[config.mk]
export PLATFORM = sky130hd
export DESIGN_NAME = keypad_countdown_timer_top
export DESIGN_NICKNAME = d
export VERILOG_FILES = /design/src/rtl/kct_pkg.sv /design/src/rtl/kct_commit.sv /design/src/rtl/kct_countdown.sv /design/src/rtl/keypad_countdown_timer_top.sv
export SDC_FILE = /design/constraint.sdc
export NUM_CORES = 1
export LEC_CHECK = 0
export ABC_AREA = 1
export BUFFER_PORTS_ARGS = -buffer_cell sky130_fd_sc_hd__clkbuf_2
export CELL_PAD_IN_SITES_DETAIL_PLACEMENT = 1
export CELL_PAD_IN_SITES_GLOBAL_PLACEMENT = 1
export CORE_MARGIN = 2
export CORE_UTILIZATION = 35
export DETAILED_ROUTE_END_ITERATION = 10
export PLACE_DENSITY = 0.7
export SLEW_MARGIN = 20
export SYNTH_ARGS = -nofsm -noshare
export SYNTH_HDL_FRONTEND = slang
export SYNTH_SLANG_ARGS = --single-unit
[constraint.sdc]
create_clock -name clk -period 10.6 [get_ports clk]
set_clock_uncertainty 0.1 [all_clocks]
set_input_delay 0 -clock clk [delete_from_list [all_inputs] [get_ports clk]]
set_output_delay 0 -clock clk [all_outputs]
set_load 0.05 [all_outputs]
[src/rtl/kct_pkg.sv]
package kct_pkg;

    localparam int unsigned TOTAL_W = 13;

    // Phase codes as shown on the result channel
    localparam logic [1:0] PHASE_ENTRY = 2'd0;
    localparam logic [1:0] PHASE_RUN   = 2'd1;
    localparam logic [1:0] PHASE_DONE  = 2'd2;

    // Key codes
    localparam logic [3:0] KEY_DIGIT_MAX = 4'd9;
    localparam logic [3:0] KEY_CANCEL    = 4'd10;
    localparam logic [3:0] KEY_ENTER     = 4'd11;

    localparam logic [2:0] MAX_DIGITS = 3'd4;

    localparam logic [TOTAL_W-1:0] SEC_PER_TEN_MIN = TOTAL_W'(600);
    localparam logic [TOTAL_W-1:0] SEC_PER_MIN     = TOTAL_W'(60);
    localparam logic [TOTAL_W-1:0] SEC_PER_TEN_SEC = TOTAL_W'(10);

    // Digit limits of the MM:SS display
    localparam logic [3:0] DIGIT_MAX    = 4'd9;
    localparam logic [3:0] TENS_SEC_MAX = 4'd5;
    localparam logic [3:0] TENS_SEC_WRAP = 4'd6;
    localparam logic [3:0] DECIMAL_BASE = 4'd10;

    typedef logic [3:0] digit_t;

    typedef struct packed {
        digit_t mt;
        digit_t mu;
        digit_t st;
        digit_t su;
    } time_digits_t;

    typedef struct packed {
        logic       func;
        logic [3:0] key;
    } in_item_t;

    typedef struct packed {
        logic [1:0]         phase;
        logic [3:0]         minute_tens;
        logic [3:0]         minute_units;
        logic [3:0]         second_tens;
        logic [3:0]         second_units;
        logic [2:0]         digits_entered;
        logic [TOTAL_W-1:0] seconds_left;
        logic               beep;
    } out_item_t;

    // Commit results: total seconds and the same time in normalized digits
    typedef struct packed {
        logic [TOTAL_W-1:0] total;
        logic               zero;
        time_digits_t       norm;
    } commit_t;

    // One countdown step
    typedef struct packed {
        logic [TOTAL_W-1:0] remaining;
        logic               finish;
        time_digits_t       digits;
    } tick_t;

endpackage

[src/rtl/kct_commit.sv]
module kct_commit
    import kct_pkg::*;
(
    input  time_digits_t entered,
    output commit_t      result
);

    logic         sec_carry;
    logic [3:0]   mu_sum;
    time_digits_t norm;

    // Fold seconds of 60 or more into the minutes, then carry the minutes
    always_comb
    begin
        sec_carry = (entered.st >= TENS_SEC_WRAP);
        norm.su   = entered.su;
        norm.st   = sec_carry ? (entered.st - TENS_SEC_WRAP) : entered.st;
        mu_sum    = entered.mu + {3'b000, sec_carry};
        if (mu_sum == DECIMAL_BASE)
        begin
            norm.mu = '0;
            norm.mt = entered.mt + 4'd1;
        end
        else
        begin
            norm.mu = mu_sum;
            norm.mt = entered.mt;
        end
    end

    assign result.total = TOTAL_W'(entered.mt) * SEC_PER_TEN_MIN
                        + TOTAL_W'(entered.mu) * SEC_PER_MIN
                        + TOTAL_W'(entered.st) * SEC_PER_TEN_SEC
                        + TOTAL_W'(entered.su);
    assign result.zero  = (entered == '0);
    assign result.norm  = norm;

endmodule

[src/rtl/kct_countdown.sv]
module kct_countdown
    import kct_pkg::*;
(
    input  logic [TOTAL_W-1:0] remaining,
    input  time_digits_t       digits,
    output tick_t              result
);

    logic borrow_su;
    logic borrow_st;
    logic borrow_mu;

    // Mixed-radix decrement of M:M:S:S; the result is used only when the value is at least two
    always_comb
    begin
        borrow_su = (digits.su == '0);
        borrow_st = borrow_su && (digits.st == '0);
        borrow_mu = borrow_st && (digits.mu == '0);

        result.digits.su = borrow_su ? DIGIT_MAX : (digits.su - 4'd1);
        result.digits.st = !borrow_su ? digits.st
                         : (borrow_st ? TENS_SEC_MAX : (digits.st - 4'd1));
        result.digits.mu = !borrow_st ? digits.mu
                         : (borrow_mu ? DIGIT_MAX : (digits.mu - 4'd1));
        result.digits.mt = borrow_mu ? (digits.mt - 4'd1) : digits.mt;

        result.remaining = remaining - TOTAL_W'(1);
        result.finish    = (remaining <= TOTAL_W'(1));
    end

endmodule

[src/rtl/keypad_countdown_timer_top.sv]
// Keypad countdown timer.
//
// Input channel (in_valid / in_ready / in_data): one item is either a key
// press (func = 0, key 0-9 digit, 10 cancel, 11 enter) or a one-second tick
// (func = 1). Output channel (out_valid / out_ready / out_data): exactly one
// result item per input item, showing phase, the four MM:SS digits, the
// count of keyed digits, the seconds left while running and a beep pulse.
//
// The state update and the result are computed in the cycle the item is
// accepted and the result is loaded into the output register. Throughput
// is one item per cycle while the receiver takes results; the single output
// register is refilled in the same cycle it is drained.
//
// The running count is kept twice: as a binary total and as normalized
// digits that step down with borrows, so no division is needed per tick.
//
// Reset clears phase to entry, the digits, the digit count and the total,
// and empties the output register. When the receiver stalls, the result
// holds in the output register and in_ready drops until it is taken.
module keypad_countdown_timer_top
    import kct_pkg::*;
(
    input  logic      clk,
    input  logic      rst_n,
    input  logic      in_valid,
    output logic      in_ready,
    input  in_item_t  in_data,
    output logic      out_valid,
    input  logic      out_ready,
    output out_item_t out_data
);

    typedef enum logic [1:0] {
        ST_ENTRY = PHASE_ENTRY,
        ST_RUN   = PHASE_RUN,
        ST_DONE  = PHASE_DONE
    } state_t;

    state_t             state_reg, state_next;
    time_digits_t       shown_reg, shown_next;     // digits on display
    time_digits_t       count_reg, count_next;     // normalized running digits
    logic [2:0]         entry_reg, entry_next;
    logic [TOTAL_W-1:0] remain_reg, remain_next;
    logic               out_valid_reg;
    out_item_t          out_data_reg;
    logic               beep;
    logic               accept;

    commit_t commit;
    tick_t   tick;

    kct_commit u_commit
    (
        .entered (shown_reg),
        .result  (commit)
    );

    kct_countdown u_countdown
    (
        .remaining (remain_reg),
        .digits    (count_reg),
        .result    (tick)
    );

    // Take a new item whenever the output register is empty or being drained
    assign in_ready = !out_valid_reg || out_ready;
    assign accept   = in_valid && in_ready;

    always_comb
    begin
        state_next  = state_reg;
        shown_next  = shown_reg;
        count_next  = count_reg;
        entry_next  = entry_reg;
        remain_next = remain_reg;
        beep        = 1'b0;

        unique case (state_reg)
            ST_ENTRY:
            begin
                if (!in_data.func)
                begin
                    if (in_data.key == KEY_CANCEL)
                    begin
                        shown_next = '0;
                        entry_next = '0;
                        beep       = 1'b1;
                    end
                    else if (in_data.key == KEY_ENTER)
                    begin
                        // Enter with nothing keyed in is ignored
                        if (entry_reg != '0)
                        begin
                            beep = 1'b1;
                            if (commit.zero)
                            begin
                                state_next  = ST_DONE;
                                shown_next  = '0;
                                remain_next = '0;
                            end
                            else
                            begin
                                state_next  = ST_RUN;
                                remain_next = commit.total;
                                count_next  = commit.norm;
                            end
                        end
                    end
                    else if (in_data.key <= KEY_DIGIT_MAX)
                    begin
                        // Place the digit left to right; drop it once full
                        if (entry_reg < MAX_DIGITS)
                        begin
                            unique case (entry_reg[1:0])
                                2'd0:    shown_next.mt = in_data.key;
                                2'd1:    shown_next.mu = in_data.key;
                                2'd2:    shown_next.st = in_data.key;
                                default: shown_next.su = in_data.key;
                            endcase
                            entry_next = entry_reg + 3'd1;
                        end
                    end
                end
            end
            ST_RUN:
            begin
                if (in_data.func)
                begin
                    if (tick.finish)
                    begin
                        state_next  = ST_DONE;
                        shown_next  = '0;
                        remain_next = '0;
                        beep        = 1'b1;
                    end
                    else
                    begin
                        remain_next = tick.remaining;
                        count_next  = tick.digits;
                        shown_next  = tick.digits;
                    end
                end
            end
            ST_DONE:
            begin
                // Hold: nothing changes once finished
            end
            default:
            begin
                state_next = ST_ENTRY;
            end
        endcase
    end

    always_ff @(posedge clk or negedge rst_n)
    begin
        if (!rst_n)
        begin
            state_reg     <= ST_ENTRY;
            shown_reg     <= '0;
            count_reg     <= '0;
            entry_reg     <= '0;
            remain_reg    <= '0;
            out_valid_reg <= 1'b0;
        end
        else
        begin
            if (accept)
            begin
                state_reg  <= state_next;
                shown_reg  <= shown_next;
                count_reg  <= count_next;
                entry_reg  <= entry_next;
                remain_reg <= remain_next;
            end
            if (accept)
            begin
                out_valid_reg <= 1'b1;
            end
            else if (out_ready)
            begin
                out_valid_reg <= 1'b0;
            end
        end
    end

    // Result register: payload only, loaded with the post-update view
    always_ff @(posedge clk)
    begin
        if (accept)
        begin
            out_data_reg.phase          <= state_next;
            out_data_reg.minute_tens    <= shown_next.mt;
            out_data_reg.minute_units   <= shown_next.mu;
            out_data_reg.second_tens    <= shown_next.st;
            out_data_reg.second_units   <= shown_next.su;
            out_data_reg.digits_entered <= entry_next;
            out_data_reg.seconds_left   <= (state_next == ST_RUN) ? remain_next : '0;
            out_data_reg.beep           <= beep;
        end
    end

    assign out_valid = out_valid_reg;
    assign out_data  = out_data_reg;

endmodule

==> metrics, run 1 <==
Syn Inst Count 1047; Setup Crit Path Kind reg2reg; GRT Residual Overflow 0; area of the multi-input gates 4620 µm²; antenna violations before repair 1; routed wire length 22900 µm; VDD IR max 0.000132 V; layout cells sized above 1 13.6%; CP dominant cell by count nand2_1; Final Hold Vio Count 0; Worst-Skew Late Latency 360 ps; Reg area 2330 µm²; Critical path buffers and inverters 4; syn_area_per_cell 7.30 µm²; post-route ant nets 0; max incr delay on CP 610 ps; first-pass GRT wire length 37700 µm; sequential area share after synthesis 30.4%; worst slew pin tran 914 ps; Worst Hold Class in2reg; Slew headroom 39.0%; flops & latches, synth 86; hold path start in_data[2]; Die Ht 152 µm; post-layout min period 4730 ps; R2R setup slack 5870 ps; pin count of the biggest net entering global routing 52; CP max-delay cell dfrtp_1; Vias per Instance 5.01; status completed; # setup viols final 0; post-synth design cell area 7650 µm²; Reg2Reg Launch Point shown_reg[10]; Area growth syn-to-layout 9.33%; H-tree levels 3; period utilization 44.6%; Setup crit end kind register; Final Util 38.7%; clock input transition at the sequential cells of the worst setup and hold paths 70 ps; Max Slew Vio Count 0; Fin Setup TNS 0 ps; Worst path top cell family by delay adder cells; hold path depth 5; number of flip-flops in the largest register 35; total track usage 20.2%; fin nets 1167; WL/cell 16.8 µm; Pwr Total 2.86 mW; pwr dens 342 nW/µm²; Root Driver clkbuf_16; Crit Path Max Fanout 10; 1st-iter DRT viols 299; Syn Nets 1137; clock tree sinks 86; Startpoint Class register; routability cong. 0.881; worst path cell trace inv_1 -> fa_1 -> inv_1 -> ha_1 -> ha_1 -> nand2_1 -> nand3_1 -> nand2_1 -> nand2_1 -> a21oi_1 -> xnor2_1 -> ha_1 -> ha_1 -> ha_1 -> nand2_1 -> inv_1 -> a21oi_1 -> nand3_1 -> nand3_1 -> nand2_1 -> nand2_1 -> nand3_1 -> nand2_1 -> inv_1; Core Region 21600 µm²; io pins 46; Syn. warnings 0; pre-CTS WS 5860 ps; RSZ-0062 raised after global routing no; Starting Density 35.4%; Yosys cell types 49; Critical Path AT 4750 ps; reg2reg end out_data[12]; Fillers 2785; static leakage 4.34 nW; port bufs 45; HPWL Detailed 17000 µm; reg2reg path depth 24; drt pass-1 iters 4; CP Data Required Time 10620 ps; DRC violations left 0; Fmax achieved 211 MHz; vias in the first global route 7203; Hold Path End out_data[27]; cell row count 54; Die Width 152 µm; CTS tree yes; die area 23000 µm²; Num CTS Buffers 9; Max-cap violations 0; final worst slack 5870 ps; vias after detailed routing 6835; CTS Buffer Depth 2
Yosys cell counts, drive strengths merged:
master	number	area [µm²]
o21ai	64	373
xor2	14	123
o22ai	4	25.0
dfrtp	51	1280
a22oi	4	35.0
a31o	1	8.76
ha	66	826
clkinv	1	3.75
o2111ai	1	8.76
xnor2	9	78.8
nand3	105	581
a21oi	31	166
buf	18	161
o211ai	10	80.1
nor2	80	393
o221ai	1	8.76
or2	2	12.5
clkbuf	14	53.8
and2	1	6.26
edfxtp	35	1050
nand3b	4	30.0
a31oi	1	6.26
a21boi	2	15.0
inv	125	479
o21bai	1	7.51
nand2	379	1490
fa	15	300
nor3	3	15.0
nand4	5	31.3
kinds of logic (layout without fill, tap and decap cells):
kind of cell,Yosys count,count (layout),synth area share (%)
and+or+nand+nor,579,579,33.5
DFF,86,86,30.4
buffers and inverters,158,193,9.13
adders and majority gates,81,81,14.7
AOI/OAI and AO/OA,120,120,9.61
other,0,1,0
xor gates and xnor gates,23,23,2.63
cell type report:
type	instances	area share, %
clock inverter	6	0.853
tap	280	4.19
timing repair buffer	51	3.29
antenna	1	0.0299
sequential	86	27.8
clock buffer	10	2.74
inverter	126	5.78
multi-input combinational	803	55.3
layer usage:
| layer | part of all wire (%) | vias to the layer above | global-route usage (%) | wire length [µm] |
|---|---|---|---|---|
| met2 | 49 | 80 | 36.2 | 11200 |
| met3 | 3.0 | 10 | 2.74 | 690 |
| met5 | 0 | - | 0 | 0 |
| met1 | 47 | 3315 | 26.3 | 10800 |
| li1 | - | 3430 | - | - |
| met4 | 0.81 | 0 | 4.05 | 185 |
power breakdown:
group | internal (mW) | total (mW) | switching [mW]
Combinational | 0.655 | 1.89 | 1.24
Clock | 0.186 | 0.336 | 0.151
Sequential | 0.473 | 0.630 | 0.158
Total | 1.31 | 2.86 | 1.54
worst max-delay path by stage:
stage / cells past startpoint / endpoint / start / slack, ps
2_1_floorplan: 16 / out_data[7] / shown_reg[10] / 6310
3_3_place_gp: 22 / out_data[9] / shown_reg[9] / 5950
3_5_place_dp: 24 / out_data[12] / shown_reg[10] / 5860
4_1_cts: 24 / out_data[12] / shown_reg[9] / 5850
5_1_grt: 24 / out_data[12] / shown_reg[10] / 5440
6_report: 24 / out_data[12] / shown_reg[10] / 5870
what timing repair did:
action | in CTS | in global routing
endpoints found under the hold margin | 52 | 0
hold buffers | 2 | 0
buffers inserted | 0 | 0
gates resized for setup | 0 | 0
cell usage in the layout (no fill, tap or decap), drive strengths merged:
cell type,count
o221ai,1
a21boi,2
diode,1
o21bai,1
nor2,80
o21ai,64
bufinv,1
and2,1
xor2,14
clkbuf,55
buf,4
nand3b,4
a31oi,1
dlygate4sd3,2
clkinv,2
nand3,105
o211ai,10
fa,15
inv,128
nand4,5
o22ai,4
nor3,3
or2,2
ha,66
edfxtp,35
a31o,1
a21oi,31
dfrtp,51
a22oi,4
clkinvlp,1
xnor2,9
nand2,379
o2111ai,1
stage by stage:
stage	std cells	instance area (µm²)	hold WS, ps
6_report	1363	8360	105
5_1_grt	1362	8360	125
4_1_cts	1362	8360	101
3_5_place_dp	1344	8040	135
3_3_place_gp	1344	8040	127
2_1_floorplan	1047	7650	-396
worst min-delay path: cells and delay by family:
kind	cells	cell delay, ps
buffers and inverters	1	160
and+or+nand+nor	4	290
Power figures use the tool's default switching activity.
==> run 2, diff against run 1 <==
--- a/config.mk
+++ b/config.mk
@@ -12,7 +12,7 @@
 export CORE_MARGIN = 2
 export CORE_UTILIZATION = 35
 export DETAILED_ROUTE_END_ITERATION = 10
-export PLACE_DENSITY = 0.7
+export PLACE_DENSITY = 0.72
 export SLEW_MARGIN = 20
 export SYNTH_ARGS = -nofsm -noshare
 export SYNTH_HDL_FRONTEND = slang
==> constraint.sdc (replaced) <==
create_clock -name clk -period 4.3 [get_ports clk]
set_clock_uncertainty 0.1 [all_clocks]
set_input_delay 0 -clock clk [delete_from_list [all_inputs] [get_ports clk]]
set_output_delay 0 -clock clk [all_outputs]
set_load 0.05 [all_outputs]
==> run 2 against run 1 <==
Compared with the run above: fmax increased by 11%; non-clock buffer count increased by 28; first-iteration DRC count increased by 26%; critical path type unchanged; hold slack got worse by 52 ps; total power increased to 3.0 times the previous value; clock-buffer cell count unchanged; critical path depth decreased by 4; core utilization increased by 2.3 points; worst setup slack got worse by 5900 ps; wire length increased by 4.3%; die area unchanged; sequential power increased by 130%.
==> metrics, run 2 (synthesis results as in run 1) <==
Worst-Skew Late Latency 360 ps (about the same); Critical path buffers and inverters 2 (-2); DP Area 8230 µm² (+2.4%); CP max-delay cell fa_1; Startpoint Class register; RSZ-0062 raised after global routing yes; Worst Hold Class in2reg; DRC violations left 0 (unchanged); Vias per Instance 5.11 (+1.9%); Post-Layout Cell Count 1390 (+2.0%); die area 23000 µm² (unchanged); port bufs 45 (unchanged); clock input transition at the sequential cells of the worst setup and hold paths 70 ps (about the same); Setup Crit Path Kind reg2reg; pwr dens 974 nW/µm² (+180%); Max-cap violations 0 (unchanged); clock tree sinks 86 (unchanged); antenna violations before repair 0 (-1); CP Data Required Time 4330 ps (-6290 ps); Placed Cells 1370 (+1.9%); GRT Residual Overflow 0 (unchanged); # setup viols final 0 (unchanged); Root Driver clkbuf_16; status completed; Critical Path AT 4310 ps (-440 ps); number of flip-flops in the largest register 35 (unchanged); commonest non-fill, non-tap cell in the layout nand2_1; fin nets 1195 (+2.4%); Final Hold Vio Count 0 (unchanged); worst slew pin tran 818 ps (-96.9 ps); routability cong. 0.942 (+6.9%); Setup crit end kind register; Fillers 2742 (-1.5%); Die Ht 152 µm (unchanged); Worst path top cell family by delay adder cells; Slew headroom 45.4% (+6.4 points); most frequent cells in the layout nand2_1, inv_1, nand3_1, nor2_1, ha_1; Core Region 21600 µm² (unchanged); WL/cell 17.2 µm (+2.3%); post-layout min period 4280 ps (-449 ps); routed wire length 23900 µm (+4.3%); cell row count 54 (unchanged); max incr delay on CP 580 ps (-30 ps); 1st-iter DRT viols 378 (+26%); drt pass-1 iters 5 (+1); Area growth syn-to-layout 15.8%; Starting Density 35.4% (unchanged); first-pass GRT wire length 39400 µm (+4.3%); CTS tree yes; Die Width 152 µm (unchanged); # diodes 0 (-1); vias in the first global route 7458 (+3.5%); Crit Path Max Fanout 4 (-6); Fmax achieved 234 MHz (+11%); layout cells sized above 1 20.4% (+6.8 points); total track usage 21.1% (+0.88 points); static leakage 4.52 nW (+4.0%); Num CTS Buffers 9 (unchanged); VDD IR max 0.000515 V (+290%); Pwr Total 8.62 mW (+200%); CTS Buffer Depth 2 (unchanged); vias after detailed routing 7104 (+3.9%); post-route ant nets 0 (unchanged); io pins 46 (unchanged); H-tree levels 3 (unchanged); Max Slew Vio Count 0 (unchanged); pin count of the biggest net entering global routing 52 (unchanged); HPWL Detailed 17600 µm (+3.6%); period utilization 99.5% (+55 points); worst path cell trace fa_1 -> fa_1 -> ha_1 -> nand3_2 -> nand3_2 -> xor2_1 -> inv_1 -> fa_1 -> ha_4 -> ha_4 -> nand2_2 -> nand3b_1 -> nand2_1 -> nand2_1 -> nand3_1 -> nand2_1 -> nand2_2 -> nand3_2 -> nand2_2 -> inv_2; final instance area 8850 µm² (+5.9%)
## run 2: changes by cell type in the layout (fill, tap and decap cells not counted), sizes merged
cell,change
buf,+28
bufinv,-1
diode,-1
inv,+1
## run 2: worst paths after layout
path	end	cells past startpoint	slack [ps]	startpoint
max	out_data[9]	20	20	shown_reg[8]
min	out_valid	4	50	in_valid
max reg2reg	out_data[9]	20	20	shown_reg[8]
min reg2reg	count_reg[15]	2	420	count_reg[15]
max in group asynchronous	shown_reg[9]	3	3320	rst_n
min in group asynchronous	remain_reg[11]	3	240	rst_n
## run 2: per-layer routing
metal / track usage (%) / share of wire (%) / wire [µm] / vias to the layer above
met5: 0 / 0 / 0 / -
met4: 5.03 / 1.9 / 447 / 0
met3: 3.57 / 2.9 / 693 / 29
met2: 37.0 / 50 / 12000 / 104
met1: 27.2 / 45 / 10800 / 3486
li1: - / - / - / 3485
## run 2: worst min-delay path: stages
cell,delay (ps)
clkbuf_2,70
nand2_1,40
buf_4,260
nand2_1,100
## run 2: repair_timing
| item | CTS | global route |
|---|---|---|
| endpoints found under the setup margin | 14 | 16 |
| endpoints found under the hold margin | 52 | 0 |
| buffers inserted | 2 | 0 |
| hold buffers | 2 | 0 |
| resized for setup | 37 | 15 |
| pin swaps | 16 | 18 |
## run 2: cell type report
cell class / instances / area (µm²) / area share (%)
clock buffer: 10 / 239 / 2.70
sequential: 86 / 2330 / 26.3
multi-input combinational: 803 / 4910 / 55.5
timing repair buffer: 79 / 485 / 5.48
inverter: 126 / 483 / 5.46
clock inverter: 6 / 52.6 / 0.594
tap: 280 / 350 / 3.96
## run 2: where the power goes
part | total [mW] | switching, mW | internal, mW
clock | 0.807 | 0.388 | 0.419
sequential | 1.48 | 0.308 | 1.17
combinational | 6.34 | 3.72 | 2.61
total | 8.62 | 4.42 | 4.20
## run 2: metrics by stage
stage | worst slack (ps) | setup TNS (ps) | util, % | hold slack (ps)
final | 20.8 | 0 | 40.9 | 53.3
after global routing | -232 | -1930 | 40.9 | 94.0
after CTS | -93.6 | -422 | 40.7 | 48.8
after detailed placement | -157 | -1420 | 38.1 | 124
after global placement | -55.9 | -227 | 38.1 | 114
after floorplan | 8.56 | 0 | - | -396
